## src/rtl/fcsg_pkg.sv

```systemverilog
package fcsg_pkg;

    localparam int MAX_RADIUS = 20;
    localparam int CX_W       = 9;
    localparam int RAD_W      = 5;
    localparam int COLOR_W    = 16;
    localparam int SPAN_W     = 10;
    // offset counters x and y, signed (y may drop to -1 after the final step)
    localparam int OFS_W      = 7;
    // decision value
    localparam int DEC_W      = 10;

    localparam int DEC_INIT    = 3;
    localparam int DEC_INC_NEG = 6;
    localparam int DEC_INC_POS = 10;

    // span order inside one iteration
    localparam logic [1:0] PH_ROW_PY = 2'd0;
    localparam logic [1:0] PH_ROW_MY = 2'd1;
    localparam logic [1:0] PH_ROW_PX = 2'd2;
    localparam logic [1:0] PH_ROW_MX = 2'd3;

    typedef struct packed {
        logic load;   // take a new request
        logic emit;   // compute one span into the output register
    } t_cmd;

    typedef struct packed {
        logic last_span;  // span about to be emitted is the final one
    } t_stat;

endpackage

```

## src/rtl/filled_circle_span_generator.sv

```systemverilog
// filled circle span generator
//
// input channel (i_valid / o_ready): one circle request per transfer with
// center column, center row, radius and an rgb565 color. radii above 20 are
// clamped to 20.
// output channel (o_valid / i_ready): one horizontal span per transfer, with
// both endpoint columns, the row, the color and o_last_span on the final
// span. spans come four per midpoint iteration: rows cy+y, cy-y, cy+x, cy-x.
//
// request path: the request is latched into the datapath registers and the first
// span is computed from them into the output register. throughput: one span per
// cycle while i_ready does not stall the output, set by the single decision/offset
// update unit in the datapath; a request yielding n spans (4 to 60) keeps the
// block busy until its final span is computed. o_ready is high whenever no request
// is in work, also while the final span still waits in the output register.
// receiver stall: the output register holds its span and the iteration
// pauses until i_ready rises.
// reset: synchronous active low, holds o_ready low, drops o_valid and returns
// to idle; a request in work is abandoned.
module filled_circle_span_generator
    import fcsg_pkg::*;
(
    input  logic                      i_clk,
    input  logic                      i_rst_n,
    input  logic                      i_valid,
    output logic                      o_ready,
    input  logic       [CX_W-1:0]     i_center_x,
    input  logic       [CX_W-1:0]     i_center_y,
    input  logic       [RAD_W-1:0]    i_radius,
    input  logic       [COLOR_W-1:0]  i_fill_color,
    output logic                      o_valid,
    input  logic                      i_ready,
    output logic signed [SPAN_W-1:0]  o_span_x_from,
    output logic signed [SPAN_W-1:0]  o_span_x_to,
    output logic signed [SPAN_W-1:0]  o_span_row,
    output logic       [COLOR_W-1:0]  o_span_color,
    output logic                      o_last_span
);

    // command and status between sequencer and datapath
    t_cmd  cmd;
    t_stat stat;

    // sequencer: idle/run control and output valid
    fcsg_ctrl u_ctrl (
        .i_clk   (i_clk),
        .i_rst_n (i_rst_n),
        .i_valid (i_valid),
        .o_ready (o_ready),
        .o_valid (o_valid),
        .i_ready (i_ready),
        .i_stat  (stat),
        .o_cmd   (cmd)
    );

    // datapath: request latch, midpoint stepping, span output register
    fcsg_dpath u_dpath (
        .i_clk         (i_clk),
        .i_cmd         (cmd),
        .i_center_x    (i_center_x),
        .i_center_y    (i_center_y),
        .i_radius      (i_radius),
        .i_fill_color  (i_fill_color),
        .o_stat        (stat),
        .o_span_x_from (o_span_x_from),
        .o_span_x_to   (o_span_x_to),
        .o_span_row    (o_span_row),
        .o_span_color  (o_span_color),
        .o_last_span   (o_last_span)
    );

endmodule

```

## src/rtl/fcsg_dpath.sv

```systemverilog
module fcsg_dpath
    import fcsg_pkg::*;
(
    input  logic                       i_clk,
    input  t_cmd                       i_cmd,
    input  logic        [CX_W-1:0]     i_center_x,
    input  logic        [CX_W-1:0]     i_center_y,
    input  logic        [RAD_W-1:0]    i_radius,
    input  logic        [COLOR_W-1:0]  i_fill_color,
    output t_stat                      o_stat,
    output logic signed [SPAN_W-1:0]   o_span_x_from,
    output logic signed [SPAN_W-1:0]   o_span_x_to,
    output logic signed [SPAN_W-1:0]   o_span_row,
    output logic        [COLOR_W-1:0]  o_span_color,
    output logic                       o_last_span
);

    logic        [CX_W-1:0]    r_cx, r_cy;
    logic        [COLOR_W-1:0] r_color;
    logic signed [OFS_W-1:0]   r_x, r_y;
    logic signed [DEC_W-1:0]   r_d;
    logic        [1:0]         r_phase;

    logic signed [SPAN_W-1:0]  r_span_from, r_span_to, r_span_row;
    logic        [COLOR_W-1:0] r_span_color;
    logic                      r_last;

    logic        [RAD_W-1:0]   rad_sat;
    logic signed [OFS_W-1:0]   ofs_col, ofs_row;
    logic signed [SPAN_W-1:0]  cx_ext, cy_ext, col_ext, row_ext;
    logic signed [SPAN_W-1:0]  span_from, span_to, span_row;
    logic signed [DEC_W-1:0]   x_ext, y_ext, d_neg, d_pos;
    logic signed [OFS_W-1:0]   n_x, n_y;
    logic signed [DEC_W-1:0]   n_d;
    logic                      last_iter;

    // radius saturation
    assign rad_sat = (i_radius > RAD_W'(MAX_RADIUS)) ? RAD_W'(MAX_RADIUS) : i_radius;

    // span geometry: rows cy+-y use offset x, rows cy+-x use offset y
    assign ofs_col = r_phase[1] ? r_y : r_x;
    assign ofs_row = r_phase[1] ? r_x : r_y;
    assign cx_ext  = signed'({1'b0, r_cx});
    assign cy_ext  = signed'({1'b0, r_cy});
    assign col_ext = SPAN_W'(ofs_col);
    assign row_ext = SPAN_W'(ofs_row);
    assign span_from = cx_ext + col_ext;
    assign span_to   = cx_ext - col_ext;
    assign span_row  = r_phase[0] ? (cy_ext - row_ext) : (cy_ext + row_ext);

    // midpoint decision update
    assign x_ext = DEC_W'(r_x);
    assign y_ext = DEC_W'(r_y);
    assign d_neg = r_d + (x_ext <<< 2) + DEC_W'(DEC_INC_NEG);
    assign d_pos = r_d + ((x_ext - y_ext) <<< 2) + DEC_W'(DEC_INC_POS);

    always_comb begin
        n_x = r_x + OFS_W'(1);
        if (r_d[DEC_W-1]) begin
            n_d = d_neg;
            n_y = r_y;
        end else begin
            n_d = d_pos;
            n_y = r_y - OFS_W'(1);
        end
    end

    assign last_iter        = (n_x > n_y);
    assign o_stat.last_span = (r_phase == PH_ROW_MX) && last_iter;

    always_ff @(posedge i_clk) begin
        if (i_cmd.load) begin
            r_cx    <= i_center_x;
            r_cy    <= i_center_y;
            r_color <= i_fill_color;
            r_x     <= '0;
            r_y     <= signed'(OFS_W'(rad_sat));
            r_d     <= DEC_W'(DEC_INIT) - DEC_W'({rad_sat, 1'b0});
            r_phase <= PH_ROW_PY;
        end else if (i_cmd.emit) begin
            r_phase <= r_phase + 2'd1;
            if (r_phase == PH_ROW_MX) begin
                r_x <= n_x;
                r_y <= n_y;
                r_d <= n_d;
            end
        end
        if (i_cmd.emit) begin
            r_span_from  <= span_from;
            r_span_to    <= span_to;
            r_span_row   <= span_row;
            r_span_color <= r_color;
            r_last       <= o_stat.last_span;
        end
    end

    assign o_span_x_from = r_span_from;
    assign o_span_x_to   = r_span_to;
    assign o_span_row    = r_span_row;
    assign o_span_color  = r_span_color;
    assign o_last_span   = r_last;

endmodule

```

## src/rtl/fcsg_ctrl.sv

```systemverilog
module fcsg_ctrl
    import fcsg_pkg::*;
(
    input  logic  i_clk,
    input  logic  i_rst_n,
    input  logic  i_valid,
    output logic  o_ready,
    output logic  o_valid,
    input  logic  i_ready,
    input  t_stat i_stat,
    output t_cmd  o_cmd
);

    typedef enum logic {
        S_IDLE,
        S_RUN
    } t_state;

    t_state r_state, n_state;
    logic   r_out_valid, n_out_valid;
    logic   out_free;

    // output register can take a span when empty or being drained
    assign out_free   = !r_out_valid || i_ready;
    // no request is taken while reset is held
    assign o_ready    = (r_state == S_IDLE) && i_rst_n;
    assign o_cmd.load = o_ready && i_valid;
    assign o_cmd.emit = (r_state == S_RUN) && out_free;
    assign o_valid    = r_out_valid;

    always_comb begin
        n_state     = r_state;
        n_out_valid = r_out_valid;
        unique case (r_state)
            S_IDLE: begin
                if (i_valid) begin
                    n_state = S_RUN;
                end
            end
            S_RUN: begin
                if (o_cmd.emit && i_stat.last_span) begin
                    n_state = S_IDLE;
                end
            end
            default: n_state = S_IDLE;
        endcase
        if (o_cmd.emit) begin
            n_out_valid = 1'b1;
        end else if (i_ready) begin
            n_out_valid = 1'b0;
        end
    end

    always_ff @(posedge i_clk) begin
        if (!i_rst_n) begin
            r_state     <= S_IDLE;
            r_out_valid <= 1'b0;
        end else begin
            r_state     <= n_state;
            r_out_valid <= n_out_valid;
        end
    end

endmodule

```

## config.mk

```make
export PLATFORM = sky130hd
export DESIGN_NAME = filled_circle_span_generator
export DESIGN_NICKNAME = d
export VERILOG_FILES = /design/src/rtl/fcsg_pkg.sv /design/src/rtl/filled_circle_span_generator.sv /design/src/rtl/fcsg_dpath.sv /design/src/rtl/fcsg_ctrl.sv
export SDC_FILE = /design/constraint.sdc
export NUM_CORES = 1
export LEC_CHECK = 0
export BUFFER_PORTS_ARGS = -buffer_cell sky130_fd_sc_hd__buf_2
export CORE_UTILIZATION = 59
export CTS_BUF_LIST = sky130_fd_sc_hd__clkbuf_8 sky130_fd_sc_hd__clkbuf_16
export DETAILED_ROUTE_END_ITERATION = 16
export PLACE_DENSITY_LB_ADDON = 0.2
export SYNTH_ARGS = -nofsm -noshare
export SYNTH_HDL_FRONTEND = slang
export SYNTH_SLANG_ARGS = --single-unit
```

## constraint.sdc

```tcl
create_clock -name i_clk -period 6.15 [get_ports i_clk]
set_input_delay 0.615 -clock i_clk [delete_from_list [all_inputs] [get_ports i_clk]]
set_output_delay 0.615 -clock i_clk [all_outputs]
set_load 0.01 [all_outputs]
```

==> flow_summary.toml <==
[yosys]
synthArstFlopShare = 0
ys_seq_elements = 107
synth_top_cell_area_share = 0.433
synth_area_um2 = 6520
yosys-top-cells-count = "edfxtp_1 (94), ha_1 (72), inv_1 (49)"
seq_area_frac_synth = 0.473
synth_top_area_cell = "edfxtp_1"
yosysMostFrequentCell = "edfxtp_1"
synth_area_leaders = "edfxtp_1 (43%), ha_1 (14%), xnor2_1 (4.3%)"
netlist_instances = 589
yosysWarnings = 0
synthFlopType = "edfxtp_1"
synth-edff-count = 94
ys_types = 50
syn_avg_cell_area_um2 = 11.1
synth_nets = 710

[global_routing]
grtUsageTotal = 0.241
grt_pass1_vias = 4421
grt_pass1_wl_mm = 21.0
antenna_found_initial = 0
grt_max_degree = 56
grt-ovfl-total = 0

[sta]
rsz0062_at_grt = "false"
max_freq_mhz = 281
drv_slew = 0
min_period_over_period = 0.579
tns_ps = 0
finalHoldViolCount = 0
fin_skew_ps = 13.5
worst_pin_slew_ps = 1060
finalSetupViolCount = 0
period_needed_ps = 3560
max_slew_margin = 0.293

[cts]
cts_hold_buf = 0
clk_pin_slew_worst_paths_ps = 110
clock_latency_ps = 390
clockBufferDepth = 2
cts_buffers = 9
cts_tree = "done"
cts_resized = 0
cts_sinks = 107
cts_root_buffer = "clkbuf_8"
post_cts_buffers = 0
htreeDepth = 3

[placed_design]
place_inst = 801
placed_cell_area_um2 = 7070
place.gp.congestion = 0.872
dp_hpwl_mm = 9.69
port_buffers = 91

[detailed_routing]
drc = 0
ant_nets = 0
wl_met3_um = 754
wl_met1_mm = 5.53
met2_length_mm = 6.45
drt_wl_total_mm = 13.0
drt-initial-drc-count = 254
vias = 4579
top_layer = "met4"
wl_per_cell_um = 15.9
viasPerCell = 5.60
drt_first_pass_iters = 5

[critical_path]
cp_slowest_stage_delay_ps = 1040
reg2reg_depth = 12
critical_path_class = "reg2reg"
r2r_start = "u_dpath.r_phase[1]"
path_cells = "mux2i_1 -> ha_1 -> nor2_1 -> a21o_1 -> inv_1 -> fa_1 -> nor2b_1 -> o21ai_0 -> a21boi_0 -> o21ai_0 -> a21oi_1 -> xor2_1"
arrival_ps = 3700
startpoint_type = "flip-flop"
worst-path-max-fanout = 25
r2r_slack_ps = 2590
end_kind = "flip-flop"
required_ps = 6290
cpMaxStageDelayCell = "dfxtp_1"
r2r_end = "u_dpath.o_span_row[8]"
cp_common_cell = "o21ai_0"

[power_and_ir_drop]
finalPower_w = 0.00260
p_switching_w = 0.000975
seq_power_share = 0.400
pwr-share-comb = 0.442
swShare = 0.375
powerDensity_nw_per_um2 = 359
ir_drop_mv = 0.261
leakagePower_nw = 3.13
intPower_w = 0.00163
clockPowerShare = 0.159

[final_layout]
layout-drive-gt1-share = 0.177
fin_nets = 793
n_antenna_cell = 0
fin_area_um2 = 7260
final_util = 0.673
area_growth_pct = 11.3
final_cells = 817

[die]
fp.dieH_um = 107
dieArea_um2 = 11500
io_pins = 92
num_rows = 38
die_w_um = 107
core_um2 = 10800
start_util = 0.604

[worst_hold_path]
hold_end = "u_dpath.r_cx[0]"
hold_path_depth = 1
hold_class = "in2reg"
holdCritStartpoint = "i_center_x[0]"

[run]
cap_viol_max_count = 0

[outcome]
outcome = "complete, no violations"
logic make-up (layout without fill, tap and decap cells):
group                      after synthesis  after routing  synth area share
AOI/OAI and AO/OA                      110            110             0.107
adders and majority gates               79             79             0.158
buffers and inverters                   69            157            0.0420
xor gates and xnor gates                56             56            0.0752
and+or+nand+nor                        150            150             0.117
muxes                                   18             18            0.0280
DFF                                    107            107             0.473
registers in the layout (all words and copies together) (netlist names), 2 cells and up:
| name | flops |
|---|---|
| u_dpath.o_span_row | 10 |
| u_dpath.r_phase | 2 |
| u_dpath.r_color | 16 |
| u_dpath.r_cy | 9 |
| u_dpath.o_span_color | 16 |
| u_dpath.o_span_x_to | 10 |
| u_dpath.r_d | 9 |
| u_dpath.r_x | 7 |
| u_dpath.r_y | 7 |
| u_dpath.r_cx | 9 |
| u_dpath.o_span_x_from | 9 |
layout make-up:
class	instances	area, µm²
clock buffer	9	124
clock inverter	7	60.1
fill	819	3530
inverter	49	184
multi-input combinational	413	3170
sequential	107	3080
tap	140	175
timing repair buffer	92	463
worst max-delay path by stage:
stage	slack (ps)	from	end
3_3_place_gp	2720	u_dpath.r_y[0]	u_dpath.r_d[9]
5_1_grt	2250	u_dpath.r_phase[1]	u_dpath.o_span_row[8]
2_1_floorplan	2650	i_ready	u_dpath.r_x[2]
3_5_place_dp	2630	u_dpath.r_phase[1]	u_dpath.o_span_row[8]
6_report	2590	u_dpath.r_phase[1]	u_dpath.o_span_row[8]
4_1_cts	2580	u_dpath.r_phase[1]	u_dpath.o_span_row[8]
worst max-delay path: cells and delay by family, from the launching register on:
family | cells | cell delay (ps)
simple gates | 2 | 230
xor+xnor | 1 | 90
buf+inv | 1 | 70
mux | 1 | 330
flops | 1 | 1040
compound gates | 5 | 850
fa+ha+maj | 2 | 700
routing by layer:
layer  GRT usage  vias up
met3      0.0565       16
li1            -     2280
met4      0.0793        0
met1       0.295     2154
met2       0.419      129
met5           0        -
power by group through the flow:
stage               clock network, W  registers [W]  logic, W
floorplan                          0        0.00104  0.000883
global placement                   0        0.00105   0.00109
detailed placement                 0        0.00106   0.00114
CTS                         0.000426        0.00104   0.00115
global route                0.000449        0.00105   0.00130
finish                      0.000413        0.00104   0.00115
cells in the final DEF, fill, tap and decap left out, drive strengths merged, types with 12 or more instances in the layout:
| cell type | Yosys | layout |
|---|---|---|
| nor2b | 17 | 17 |
| ha | 72 | 72 |
| nand3 | 22 | 22 |
| mux2i | 16 | 16 |
| inv | 49 | 52 |
| xor2 | 24 | 24 |
| a21oi | 27 | 27 |
| dfxtp | 13 | 13 |
| edfxtp | 94 | 94 |
| xnor2 | 32 | 32 |
| nor2 | 33 | 33 |
| o21ai | 31 | 31 |
| buf | 9 | 92 |
| nand2 | 30 | 30 |
| nor3 | 12 | 12 |
stage by stage:
step,setup WS [ps],hold slack (ps)
detailed placement,2630,405
floorplan,2650,400
finish,2590,391
global route,2250,360
global placement,2720,400
CTS,2580,366
No activity file was read; power rests on OpenSTA's default activity.
